**config.mk**
```make
export PLATFORM = sky130hd
export DESIGN_NAME = framed_command_receiver_fifo
export DESIGN_NICKNAME = d
export VERILOG_FILES = /design/src/rtl/fcr_pkg.sv /design/src/rtl/fcr_front.sv /design/src/rtl/fcr_cmd_fifo.sv /design/src/rtl/fcr_back.sv /design/src/rtl/framed_command_receiver_fifo.sv
export SDC_FILE = /design/constraint.sdc
export NUM_CORES = 2
export LEC_CHECK = 0
export BUFFER_PORTS_ARGS = -buffer_cell sky130_fd_sc_hd__buf_2
export CORE_UTILIZATION = 27
export DETAILED_ROUTE_END_ITERATION = 7
export SLEW_MARGIN = 20
export SYNTH_ARGS = -nofsm -noshare
export SYNTH_HDL_FRONTEND = slang
export SYNTH_HIERARCHICAL = 1
export SYNTH_SLANG_ARGS = --single-unit
```
**constraint.sdc**
```tcl
create_clock -name clk_i -period 6.91 [get_ports clk_i]
set_input_delay 1.0365 -clock clk_i [delete_from_list [all_inputs] [get_ports clk_i]]
set_output_delay 1.0365 -clock clk_i [all_outputs]
set_load 0.03 [all_outputs]
```
**src/rtl/fcr_pkg.sv**
```systemverilog
`default_nettype none

package fcr_pkg;

  localparam int unsigned PAYLOAD_MAX_DEF = 32;
  localparam int unsigned QUEUE_SLOTS_DEF = 8;
  localparam int unsigned CMD_DEPTH       = 2;

  // Field widths of the request passed from the parser to the executor, sized for the
  // largest payload limit the block supports (64 bytes).
  localparam int unsigned LEN_W_MAX = 7;
  localparam int unsigned IDX_W_MAX = 6;

  localparam int unsigned PADDR_W = 5;
  localparam int unsigned PDATA_W = 32;

  localparam logic [7:0] RST_CODE_UP_ON    = 8'd0;
  localparam logic [7:0] RST_CODE_UP_OFF   = 8'd1;
  localparam logic [7:0] RST_CODE_DATA     = 8'd2;
  localparam logic [7:0] RST_CODE_ST_ON    = 8'd3;
  localparam logic [7:0] RST_CODE_ST_OFF   = 8'd4;
  localparam logic [7:0] RST_COMMAND_COUNT = 8'd5;

  typedef enum logic [1:0] {
    KIND_STATUS = 2'd0,
    KIND_DATA   = 2'd1,
    KIND_NONE   = 2'd2,
    KIND_EMPTY  = 2'd3
  } kind_e;

  typedef enum logic [2:0] {
    REG_UP_ON     = 3'd0,
    REG_UP_OFF    = 3'd1,
    REG_DATA      = 3'd2,
    REG_ST_ON     = 3'd3,
    REG_ST_OFF    = 3'd4,
    REG_CMD_COUNT = 3'd5
  } reg_e;

  typedef enum logic [2:0] {
    ACT_NONE   = 3'd0,
    ACT_UP_ON  = 3'd1,
    ACT_UP_OFF = 3'd2,
    ACT_DATA   = 3'd3,
    ACT_ST_ON  = 3'd4,
    ACT_ST_OFF = 3'd5
  } act_e;

  typedef struct packed {
    logic [7:0] code_upstream_on;
    logic [7:0] code_upstream_off;
    logic [7:0] code_data;
    logic [7:0] code_store_on;
    logic [7:0] code_store_off;
    logic [7:0] command_count;
  } cfg_t;

  typedef struct packed {
    logic       op;
    logic [7:0] data_in;
  } in_item_t;

  typedef struct packed {
    logic [1:0]  kind;
    logic [7:0]  data_out;
    logic        last;
    logic        frame_ok;
    logic        upstream_on;
    logic        store_on;
    logic [15:0] error_count;
    logic [15:0] drop_count;
    logic [3:0]  queued;
  } out_item_t;

  typedef struct packed {
    logic                 is_tick;
    logic                 wr_en;
    logic [IDX_W_MAX-1:0] wr_idx;
    logic [7:0]           data;
    logic                 done_ok;
    act_e                 act;
    logic [LEN_W_MAX-1:0] length;
    logic [15:0]          errors;
  } cmd_t;

endpackage

`default_nettype wire

```
**src/rtl/fcr_front.sv**
```systemverilog
`default_nettype none

module fcr_front #(
  parameter int unsigned PAYLOAD_MAX = fcr_pkg::PAYLOAD_MAX_DEF
) (
  input  logic             clk_i,
  input  logic             rst_ni,
  input  fcr_pkg::cfg_t    cfg_i,
  input  logic             in_valid_i,
  output logic             in_stall_o,
  input  fcr_pkg::in_item_t in_data_i,
  input  logic             cmd_full_i,
  output logic             cmd_push_o,
  output fcr_pkg::cmd_t    cmd_o
);

  localparam int unsigned LW = $clog2(PAYLOAD_MAX + 1);
  localparam int unsigned IW = (PAYLOAD_MAX > 1) ? $clog2(PAYLOAD_MAX) : 1;

  typedef enum logic [3:0] {
    PH_CMD   = 4'b0001,
    PH_LEN   = 4'b0010,
    PH_CHECK = 4'b0100,
    PH_DATA  = 4'b1000
  } phase_e;

  phase_e        phase_q, phase_d;
  logic [7:0]    cmd_q, cmd_d;
  logic [LW-1:0] len_q, len_d;
  logic [7:0]    exp_q, exp_d;
  logic [7:0]    xor_q, xor_d;
  logic [LW-1:0] idx_q, idx_d;
  logic [15:0]   err_q, err_d;

  logic          accept;
  logic [7:0]    b;
  logic [LW-1:0] idx_inc;
  logic          done;
  logic          ok;
  logic          bump;
  logic          wr_en;
  fcr_pkg::act_e act;

  assign accept     = in_valid_i && !cmd_full_i;
  assign in_stall_o = cmd_full_i;
  assign cmd_push_o = accept;
  assign b          = in_data_i.data_in;
  assign idx_inc    = idx_q + 1'b1;

  // First matching code in register order decides the action.
  always_comb begin
    if (cmd_q == cfg_i.code_upstream_on) begin
      act = fcr_pkg::ACT_UP_ON;
    end else if (cmd_q == cfg_i.code_upstream_off) begin
      act = fcr_pkg::ACT_UP_OFF;
    end else if (cmd_q == cfg_i.code_data) begin
      act = fcr_pkg::ACT_DATA;
    end else if (cmd_q == cfg_i.code_store_on) begin
      act = fcr_pkg::ACT_ST_ON;
    end else if (cmd_q == cfg_i.code_store_off) begin
      act = fcr_pkg::ACT_ST_OFF;
    end else begin
      act = fcr_pkg::ACT_NONE;
    end
  end

  always_comb begin
    phase_d = phase_q;
    cmd_d   = cmd_q;
    len_d   = len_q;
    exp_d   = exp_q;
    xor_d   = xor_q;
    idx_d   = idx_q;
    err_d   = err_q;
    done    = 1'b0;
    ok      = 1'b0;
    bump    = 1'b0;
    wr_en   = 1'b0;
    if (accept && !in_data_i.op) begin
      unique case (phase_q)
        PH_CMD: begin
          if (b < cfg_i.command_count) begin
            cmd_d   = b;
            xor_d   = b;
            phase_d = PH_LEN;
          end else begin
            bump = 1'b1;
          end
        end
        PH_LEN: begin
          if (b <= 8'(PAYLOAD_MAX)) begin
            len_d   = b[LW-1:0];
            xor_d   = xor_q ^ b;
            phase_d = PH_CHECK;
          end else begin
            bump    = 1'b1;
            phase_d = PH_CMD;
          end
        end
        PH_CHECK: begin
          exp_d = b;
          idx_d = '0;
          if (len_q != '0) begin
            phase_d = PH_DATA;
          end else begin
            done = 1'b1;
          end
        end
        PH_DATA: begin
          wr_en = 1'b1;
          xor_d = xor_q ^ b;
          idx_d = idx_inc;
          if (idx_inc >= len_q) begin
            done = 1'b1;
          end
        end
        default: begin
          phase_d = PH_CMD;
        end
      endcase
      if (done) begin
        phase_d = PH_CMD;
        idx_d   = '0;
        if (xor_d == exp_d) begin
          ok = 1'b1;
        end else begin
          bump = 1'b1;
        end
      end
      if (bump && (err_q != 16'hFFFF)) begin
        err_d = err_q + 16'd1;
      end
    end
  end

  always_comb begin
    cmd_o.is_tick = in_data_i.op;
    cmd_o.wr_en   = wr_en;
    cmd_o.wr_idx  = fcr_pkg::IDX_W_MAX'(idx_q[IW-1:0]);
    cmd_o.data    = b;
    cmd_o.done_ok = ok;
    cmd_o.act     = act;
    cmd_o.length  = fcr_pkg::LEN_W_MAX'(len_q);
    cmd_o.errors  = err_d;
  end

  always_ff @(posedge clk_i or negedge rst_ni) begin
    if (!rst_ni) begin
      phase_q <= PH_CMD;
      cmd_q   <= '0;
      len_q   <= '0;
      exp_q   <= '0;
      xor_q   <= '0;
      idx_q   <= '0;
      err_q   <= '0;
    end else begin
      phase_q <= phase_d;
      cmd_q   <= cmd_d;
      len_q   <= len_d;
      exp_q   <= exp_d;
      xor_q   <= xor_d;
      idx_q   <= idx_d;
      err_q   <= err_d;
    end
  end

endmodule

`default_nettype wire

```
**src/rtl/fcr_cmd_fifo.sv**
```systemverilog
`default_nettype none

module fcr_cmd_fifo #(
  parameter int unsigned DEPTH = fcr_pkg::CMD_DEPTH
) (
  input  logic          clk_i,
  input  logic          rst_ni,
  input  logic          push_i,
  input  fcr_pkg::cmd_t data_i,
  output logic          full_o,
  input  logic          pop_i,
  output logic          valid_o,
  output fcr_pkg::cmd_t data_o
);

  localparam int unsigned PW = (DEPTH > 1) ? $clog2(DEPTH) : 1;
  localparam int unsigned CW = $clog2(DEPTH + 1);

  fcr_pkg::cmd_t mem_q [DEPTH];
  logic [PW-1:0] wptr_q, rptr_q;
  logic [CW-1:0] count_q;
  logic          do_push, do_pop;

  assign full_o  = (count_q == CW'(DEPTH));
  assign valid_o = (count_q != '0);
  assign data_o  = mem_q[rptr_q];
  assign do_push = push_i && !full_o;
  assign do_pop  = pop_i && valid_o;

  always_ff @(posedge clk_i) begin
    if (do_push) begin
      mem_q[wptr_q] <= data_i;
    end
  end

  always_ff @(posedge clk_i or negedge rst_ni) begin
    if (!rst_ni) begin
      wptr_q  <= '0;
      rptr_q  <= '0;
      count_q <= '0;
    end else begin
      if (do_push) begin
        wptr_q <= (wptr_q == PW'(DEPTH - 1)) ? '0 : wptr_q + 1'b1;
      end
      if (do_pop) begin
        rptr_q <= (rptr_q == PW'(DEPTH - 1)) ? '0 : rptr_q + 1'b1;
      end
      if (do_push && !do_pop) begin
        count_q <= count_q + 1'b1;
      end else if (do_pop && !do_push) begin
        count_q <= count_q - 1'b1;
      end
    end
  end

endmodule

`default_nettype wire

```
**src/rtl/fcr_back.sv**
```systemverilog
`default_nettype none

module fcr_back #(
  parameter int unsigned PAYLOAD_MAX = fcr_pkg::PAYLOAD_MAX_DEF,
  parameter int unsigned QUEUE_SLOTS = fcr_pkg::QUEUE_SLOTS_DEF
) (
  input  logic               clk_i,
  input  logic               rst_ni,
  input  logic               cmd_valid_i,
  input  fcr_pkg::cmd_t      cmd_i,
  output logic               cmd_pop_o,
  output logic               out_valid_o,
  input  logic               out_stall_i,
  output fcr_pkg::out_item_t out_data_o
);

  // One spare slot beyond the queue depth: the frame being received always has a free
  // slot to land in, even when every other slot holds a waiting packet.
  localparam int unsigned NSLOT     = QUEUE_SLOTS + 1;
  localparam int unsigned SW        = $clog2(NSLOT);
  localparam int unsigned FW        = $clog2(QUEUE_SLOTS + 1);
  localparam int unsigned LW        = $clog2(PAYLOAD_MAX + 1);
  localparam int unsigned IW        = (PAYLOAD_MAX > 1) ? $clog2(PAYLOAD_MAX) : 1;
  localparam int unsigned MEM_DEPTH = NSLOT << IW;

  typedef enum logic [4:0] {
    B_IDLE  = 5'b00001,
    B_LEN   = 5'b00010,
    B_EMPTY = 5'b00100,
    B_DATA  = 5'b01000,
    B_EMIT  = 5'b10000
  } bstate_e;

  logic [7:0]    pay_mem [MEM_DEPTH];
  logic [LW-1:0] len_mem [NSLOT];

  bstate_e       state_q, state_d;
  logic          flag_up_q, flag_up_d;
  logic          flag_st_q, flag_st_d;
  logic [FW-1:0] fill_q, fill_d;
  logic [15:0]   drops_q, drops_d;
  logic [SW-1:0] head_q, head_d;
  logic [SW-1:0] tail_q, tail_d;
  logic [SW-1:0] rd_slot_q, rd_slot_d;
  logic [LW-1:0] cnt_q, cnt_d;
  logic [LW-1:0] len_q, len_d;
  logic [15:0]   err_q, err_d;
  logic [LW-1:0] len_rd_q;
  logic [7:0]    byte_q;
  logic          out_valid_q;
  fcr_pkg::out_item_t out_q, out_d;

  logic          out_free;
  logic          emit;
  logic          pay_we;
  logic          len_we;
  logic [1:0]    kind;
  logic [7:0]    dout;
  logic          last;
  logic          ok;
  logic [LW-1:0] cnt_inc;
  logic [FW+3:0] fill_ext;

  function automatic logic [SW-1:0] slot_inc(input logic [SW-1:0] s);
    return (s == SW'(NSLOT - 1)) ? '0 : s + 1'b1;
  endfunction

  assign out_free = !out_valid_q || !out_stall_i;
  assign cnt_inc  = cnt_q + 1'b1;

  always_comb begin
    state_d   = state_q;
    flag_up_d = flag_up_q;
    flag_st_d = flag_st_q;
    fill_d    = fill_q;
    drops_d   = drops_q;
    head_d    = head_q;
    tail_d    = tail_q;
    rd_slot_d = rd_slot_q;
    cnt_d     = cnt_q;
    len_d     = len_q;
    err_d     = err_q;
    cmd_pop_o = 1'b0;
    emit      = 1'b0;
    pay_we    = 1'b0;
    len_we    = 1'b0;
    kind      = fcr_pkg::KIND_STATUS;
    dout      = 8'd0;
    last      = 1'b1;
    ok        = 1'b0;
    unique case (state_q)
      B_IDLE: begin
        if (cmd_valid_i && out_free) begin
          cmd_pop_o = 1'b1;
          err_d     = cmd_i.errors;
          if (!cmd_i.is_tick) begin
            emit   = 1'b1;
            ok     = cmd_i.done_ok;
            pay_we = cmd_i.wr_en;
            if (cmd_i.done_ok) begin
              unique case (cmd_i.act)
                fcr_pkg::ACT_UP_ON:  flag_up_d = 1'b1;
                fcr_pkg::ACT_UP_OFF: flag_up_d = 1'b0;
                fcr_pkg::ACT_ST_ON:  flag_st_d = 1'b1;
                fcr_pkg::ACT_ST_OFF: flag_st_d = 1'b0;
                fcr_pkg::ACT_DATA: begin
                  if (fill_q < FW'(QUEUE_SLOTS)) begin
                    len_we = 1'b1;
                    tail_d = slot_inc(tail_q);
                    fill_d = fill_q + 1'b1;
                  end else if (drops_q != 16'hFFFF) begin
                    drops_d = drops_q + 16'd1;
                  end
                end
                default: ;
              endcase
            end
          end else if (!(flag_up_q || flag_st_q) || (fill_q == '0)) begin
            emit = 1'b1;
            kind = fcr_pkg::KIND_NONE;
          end else begin
            state_d = B_LEN;
          end
        end
      end
      B_LEN: begin
        rd_slot_d = head_q;
        len_d     = len_rd_q;
        cnt_d     = '0;
        head_d    = slot_inc(head_q);
        fill_d    = fill_q - 1'b1;
        state_d   = (len_rd_q == '0) ? B_EMPTY : B_DATA;
      end
      B_EMPTY: begin
        if (out_free) begin
          emit    = 1'b1;
          kind    = fcr_pkg::KIND_EMPTY;
          state_d = B_IDLE;
        end
      end
      B_DATA: begin
        state_d = B_EMIT;
      end
      B_EMIT: begin
        if (out_free) begin
          emit    = 1'b1;
          kind    = fcr_pkg::KIND_DATA;
          dout    = byte_q;
          last    = (cnt_inc == len_q);
          cnt_d   = cnt_inc;
          state_d = last ? B_IDLE : B_DATA;
        end
      end
      default: begin
        state_d = B_IDLE;
      end
    endcase
  end

  always_comb begin
    fill_ext          = {4'b0, fill_d};
    out_d.kind        = kind;
    out_d.data_out    = dout;
    out_d.last        = last;
    out_d.frame_ok    = ok;
    out_d.upstream_on = flag_up_d;
    out_d.store_on    = flag_st_d;
    out_d.error_count = err_d;
    out_d.drop_count  = drops_d;
    out_d.queued      = fill_ext[3:0];
  end

  // Payload bytes of the frame in progress go straight into the tail slot; the slot only
  // joins the queue when the frame checks out.
  always_ff @(posedge clk_i) begin
    if (pay_we) begin
      pay_mem[{tail_q, cmd_i.wr_idx[IW-1:0]}] <= cmd_i.data;
    end
    byte_q <= pay_mem[{rd_slot_q, cnt_q[IW-1:0]}];
  end

  always_ff @(posedge clk_i) begin
    if (len_we) begin
      len_mem[tail_q] <= cmd_i.length[LW-1:0];
    end
    len_rd_q <= len_mem[head_q];
  end

  always_ff @(posedge clk_i) begin
    rd_slot_q <= rd_slot_d;
    cnt_q     <= cnt_d;
    len_q     <= len_d;
    err_q     <= err_d;
    if (emit) begin
      out_q <= out_d;
    end
  end

  always_ff @(posedge clk_i or negedge rst_ni) begin
    if (!rst_ni) begin
      state_q     <= B_IDLE;
      flag_up_q   <= 1'b0;
      flag_st_q   <= 1'b0;
      fill_q      <= '0;
      drops_q     <= '0;
      head_q      <= '0;
      tail_q      <= '0;
      out_valid_q <= 1'b0;
    end else begin
      state_q   <= state_d;
      flag_up_q <= flag_up_d;
      flag_st_q <= flag_st_d;
      fill_q    <= fill_d;
      drops_q   <= drops_d;
      head_q    <= head_d;
      tail_q    <= tail_d;
      if (emit) begin
        out_valid_q <= 1'b1;
      end else if (!out_stall_i) begin
        out_valid_q <= 1'b0;
      end
    end
  end

  assign out_valid_o = out_valid_q;
  assign out_data_o  = out_q;

endmodule

`default_nettype wire

```
**src/rtl/framed_command_receiver_fifo.sv**
```systemverilog
// A received byte's status result passes through the command queue and the registered output
// stage when the output is free; the parser and executor are split by a two-entry queue.
// Throughput: one received byte per cycle while the output is free and no tick is served.
// A service tick pops the request, reads the packet length, then runs B_DATA and B_EMIT for
// each payload byte (B_EMPTY for an empty packet), as the memory reads are registered.
// Reset is asynchronous, active low; it clears control state and counters, no memory sweep.
`default_nettype none

module framed_command_receiver_fifo #(
  parameter int unsigned PAYLOAD_MAX = fcr_pkg::PAYLOAD_MAX_DEF,
  parameter int unsigned QUEUE_SLOTS = fcr_pkg::QUEUE_SLOTS_DEF
) (
  input  logic                         clk_i,
  input  logic                         rst_ni,
  input  logic                         in_valid_i,
  output logic                         in_stall_o,
  input  fcr_pkg::in_item_t            in_data_i,
  output logic                         out_valid_o,
  input  logic                         out_stall_i,
  output fcr_pkg::out_item_t           out_data_o,
  input  logic                         psel,
  input  logic                         penable,
  input  logic                         pwrite,
  input  logic [fcr_pkg::PADDR_W-1:0]  paddr,
  input  logic [fcr_pkg::PDATA_W-1:0]  pwdata,
  output logic [fcr_pkg::PDATA_W-1:0]  prdata,
  output logic                         pready
);

  fcr_pkg::cfg_t cfg_q;
  fcr_pkg::reg_e reg_sel;
  logic          cfg_we;
  logic          cmd_push, cmd_full, cmd_pop, cmd_valid;
  fcr_pkg::cmd_t cmd_in, cmd_out;

  assign pready  = 1'b1;
  assign cfg_we  = psel && penable && pwrite && pready;
  assign reg_sel = fcr_pkg::reg_e'(paddr[4:2]);

  always_ff @(posedge clk_i or negedge rst_ni) begin
    if (!rst_ni) begin
      cfg_q.code_upstream_on  <= fcr_pkg::RST_CODE_UP_ON;
      cfg_q.code_upstream_off <= fcr_pkg::RST_CODE_UP_OFF;
      cfg_q.code_data         <= fcr_pkg::RST_CODE_DATA;
      cfg_q.code_store_on     <= fcr_pkg::RST_CODE_ST_ON;
      cfg_q.code_store_off    <= fcr_pkg::RST_CODE_ST_OFF;
      cfg_q.command_count     <= fcr_pkg::RST_COMMAND_COUNT;
    end else if (cfg_we) begin
      unique case (reg_sel)
        fcr_pkg::REG_UP_ON:     cfg_q.code_upstream_on  <= pwdata[7:0];
        fcr_pkg::REG_UP_OFF:    cfg_q.code_upstream_off <= pwdata[7:0];
        fcr_pkg::REG_DATA:      cfg_q.code_data         <= pwdata[7:0];
        fcr_pkg::REG_ST_ON:     cfg_q.code_store_on     <= pwdata[7:0];
        fcr_pkg::REG_ST_OFF:    cfg_q.code_store_off    <= pwdata[7:0];
        fcr_pkg::REG_CMD_COUNT: cfg_q.command_count     <= pwdata[7:0];
        default: ;
      endcase
    end
  end

  always_comb begin
    unique case (reg_sel)
      fcr_pkg::REG_UP_ON:     prdata = {24'd0, cfg_q.code_upstream_on};
      fcr_pkg::REG_UP_OFF:    prdata = {24'd0, cfg_q.code_upstream_off};
      fcr_pkg::REG_DATA:      prdata = {24'd0, cfg_q.code_data};
      fcr_pkg::REG_ST_ON:     prdata = {24'd0, cfg_q.code_store_on};
      fcr_pkg::REG_ST_OFF:    prdata = {24'd0, cfg_q.code_store_off};
      fcr_pkg::REG_CMD_COUNT: prdata = {24'd0, cfg_q.command_count};
      default:                prdata = '0;
    endcase
  end

  fcr_front #(
    .PAYLOAD_MAX(PAYLOAD_MAX)
  ) u_front (
    .clk_i      (clk_i),
    .rst_ni     (rst_ni),
    .cfg_i      (cfg_q),
    .in_valid_i (in_valid_i),
    .in_stall_o (in_stall_o),
    .in_data_i  (in_data_i),
    .cmd_full_i (cmd_full),
    .cmd_push_o (cmd_push),
    .cmd_o      (cmd_in)
  );

  fcr_cmd_fifo #(
    .DEPTH(fcr_pkg::CMD_DEPTH)
  ) u_cmd_fifo (
    .clk_i   (clk_i),
    .rst_ni  (rst_ni),
    .push_i  (cmd_push),
    .data_i  (cmd_in),
    .full_o  (cmd_full),
    .pop_i   (cmd_pop),
    .valid_o (cmd_valid),
    .data_o  (cmd_out)
  );

  fcr_back #(
    .PAYLOAD_MAX(PAYLOAD_MAX),
    .QUEUE_SLOTS(QUEUE_SLOTS)
  ) u_back (
    .clk_i       (clk_i),
    .rst_ni      (rst_ni),
    .cmd_valid_i (cmd_valid),
    .cmd_i       (cmd_out),
    .cmd_pop_o   (cmd_pop),
    .out_valid_o (out_valid_o),
    .out_stall_i (out_stall_i),
    .out_data_o  (out_data_o)
  );

endmodule

`default_nettype wire

```
==> run_results.csv <==
group,metric,value,unit
placed_design,gp_congestion,0.8266,
clocking,cts-root-buf,"clkbuf_16",
detailed_routing,totalWireLength,275000,um
sta,max_slew_margin,0.1791,
critical_path,worstPathCellList,"or4b_1 -> or3_2 -> nor2_1 -> nand4b_1 -> nor2_1 -> nand3_1 -> nor2_1",
placed_design,dp_hpwl,165800,um
clocking,htree_levels,5,
clocking,cts_setup_buffers,0,
power_and_ir_drop,peakVddDrop,0.0003492,V
critical_path,crit_path_frequent_cell,"nor2_1",
cells_and_area,num-nets-final,5840,
critical_path,critical_path.max_fanout,20,
sta,min_period_over_period,0.7482,
synth,netlist_area,106900,um2
critical_path,r2r_start,"u_back/state_q[0]",
sta,worstMarginPinSlew,1.200,ns
detailed_routing,wire_per_inst,24.55,um
critical_path,r2r-end,"u_back/pay_mem[244][6]",
critical_path,worstSetupStartpointType,"register",
die,die_area,398300,um2
critical_path,path_delay_family,"simple AND/OR/NAND/NOR gates",
die,rows,230,
clocking,cts_hold_buf,0,
cells_and_area,drive_gt1_frac,0.2180,
global_route,first_global_vias,55480,
placed_design,port_buffers,86,
global_route,grt_pass1_wl,397600,um
detailed_routing,first_pass_iters,6,
critical_path,critPathSlowestCell,"nor2_1",
critical_path,path_buf_inv,0,
critical_path,r2r_slack,1.74,ns
synth,ys.warnings.count,6,
critical_path,end_kind,"register",
detailed_routing,vias_per_cell,4.928,
power_and_ir_drop,power_density,349.5,nW/um2
sta,slew_viol_final,0,
die,start_util,0.2719,
placed_design,placedCellCount,10700,
critical_path,required,7.36,ns
job,cap_violations,0,
cells_and_area,fin_util,0.3116,
global_route,groute.usage.overall,0.1341,
sta,hold_violations,0,
clocking,cts_made_buffers,283,
clocking,clk_latency,0.87,ns
synth,syn_inst,5619,
cells_and_area,finalNonFillerCells,11200,
detailed_routing,first_iter_violations,6062,
critical_path,max_stage_delay,0.88,ns
status,status,"finished clean",
detailed_routing,drcViolationCount,0,
die,die-height,631.1,um
detailed_routing,ant_nets,0,
die,die_x,631.1,um
cells_and_area,nFillCells,37780,
worst_hold_path,hold_class,"in -> async",
clocking,clk_path_buf_depth,4,
sta,skew,0.04995,ns
clocking,cts.sinks,2680,
clocking,postCtsResizedCells,0,
global_route,antenna_found_initial,14,
clocking,clkTransAtPathRegs,0.06,ns
synth,postSynthAreaPerCell,19.02,um2
detailed_routing,vias,55200,
die,core-area,393100,um2
sta,clock.fmax,0.1934,GHz
power_and_ir_drop,power.total,42810,uW
critical_path,crit_arrival,5.62,ns
sta,fin_crit,5.170,ns
global_route,overflow,0,
power_and_ir_drop,p_leak,0.03898,uW
critical_path,rr_worst_depth,7,
cells_and_area,area_delta_synth_final,14.62,%
sta,grt_setup_unrepaired,"no",
global_route,grt_max_degree,187,
die,ios,138,
sta,setup_tns,0,ns
sta,setup_violations,0,
critical_path,critPathKind,"reg -> reg",
clocking,cts_tree,"yes",
where the power goes:
group / leakage [uW] / switching, uW / internal [uW]
Sequential: 0.0247 / 488 / 20300
Clock: 0.00437 / 6240 / 8500
Combinational: 0.00995 / 5350 / 1960
sequential cells by signal, indices dropped and copies added, names as in the netlist, 5 cells and up:
name / flops
cfg_q: 48
u_back/byte_q: 8
u_back/cnt_q: 6
u_back/drops_q: 16
u_back/err_q: 16
u_back/len_mem: 54
u_back/len_q: 6
u_back/len_rd_q: 6
u_back/out_data_o: 50
u_back/pay_mem: 2304
u_back/state_q: 5
u_cmd_fifo/mem_q: 82
u_front/cmd_q: 8
u_front/err_q: 16
u_front/exp_q: 8
u_front/idx_q: 6
u_front/len_q: 6
u_front/xor_q: 8
how the worst max path moves through the flow:
stage / from / endpoint / cells past startpoint
after detailed placement: out_stall_i / u_back/pay_mem[244][2] / 8
after CTS: u_back/state_q[0] / u_back/pay_mem[244][6] / 7
final: u_back/state_q[0] / u_back/pay_mem[244][6] / 7
after global placement: out_stall_i / u_back/pay_mem[193][5] / 8
after global routing: u_back/state_q[0] / u_back/pay_mem[244][5] / 7
after floorplan: in_data_i[7] / u_cmd_fifo/mem_q[0][1] / 11
cell usage in the layout (no fill, tap or decap), types with 74 or more instances in the layout:
master	count
mux2i_1	296
nor2_1	385
nand2_1	228
buf_2	85
buf_4	89
o221ai_1	116
a21oi_1	94
dfrtp_1	133
edfxtp_1	2506
o21ai_0	89
mux4_2	516
clkbuf_16	288
o22ai_1	74
mux2_2	78
layout make-up:
cell class,count,area [um2],area share
sequential,2680,79470,0.6488
clock inverter,152,1440,0.01176
antenna,1,2.502,0.00002043
clock buffer,353,7531,0.06148
multi-input combinational,2552,25720,0.2100
timing repair buffer,201,1623,0.01325
inverter,43,170.2,0.001389
tap,5220,6531,0.05332
worst register-to-register path, stage by stage, from the launching register on:
cell      delay [ns]
dfstp_2         0.60
or4b_1          0.53
or3_2           0.72
nor2_1          0.25
nand4b_1        0.15
nor2_1          0.88
nand3_1         0.77
nor2_1          0.89
through the flow:
stage / worst slack (ns) / area [um2] / hold slack (ns)
3_5_place_dp: 1.658 / 113500 / 0.4208
6_report: 1.740 / 122500 / 0.2823
3_3_place_gp: 1.731 / 113400 / 0.4179
4_1_cts: 1.879 / 122400 / 0.2621
5_1_grt: 1.462 / 122500 / 0.2999
2_1_floorplan: 2.921 / 107000 / 0.4086
metal layers:
metal  vias up  wire length [um]  global-route usage
li1      23090                 -                   -
met1     29230            111700              0.1805
met2      2423            131400              0.2183
met3       461             22780             0.02654
met4         2              9120             0.04157
met5         -                13                   0
(Power assumes the default switching activity.)
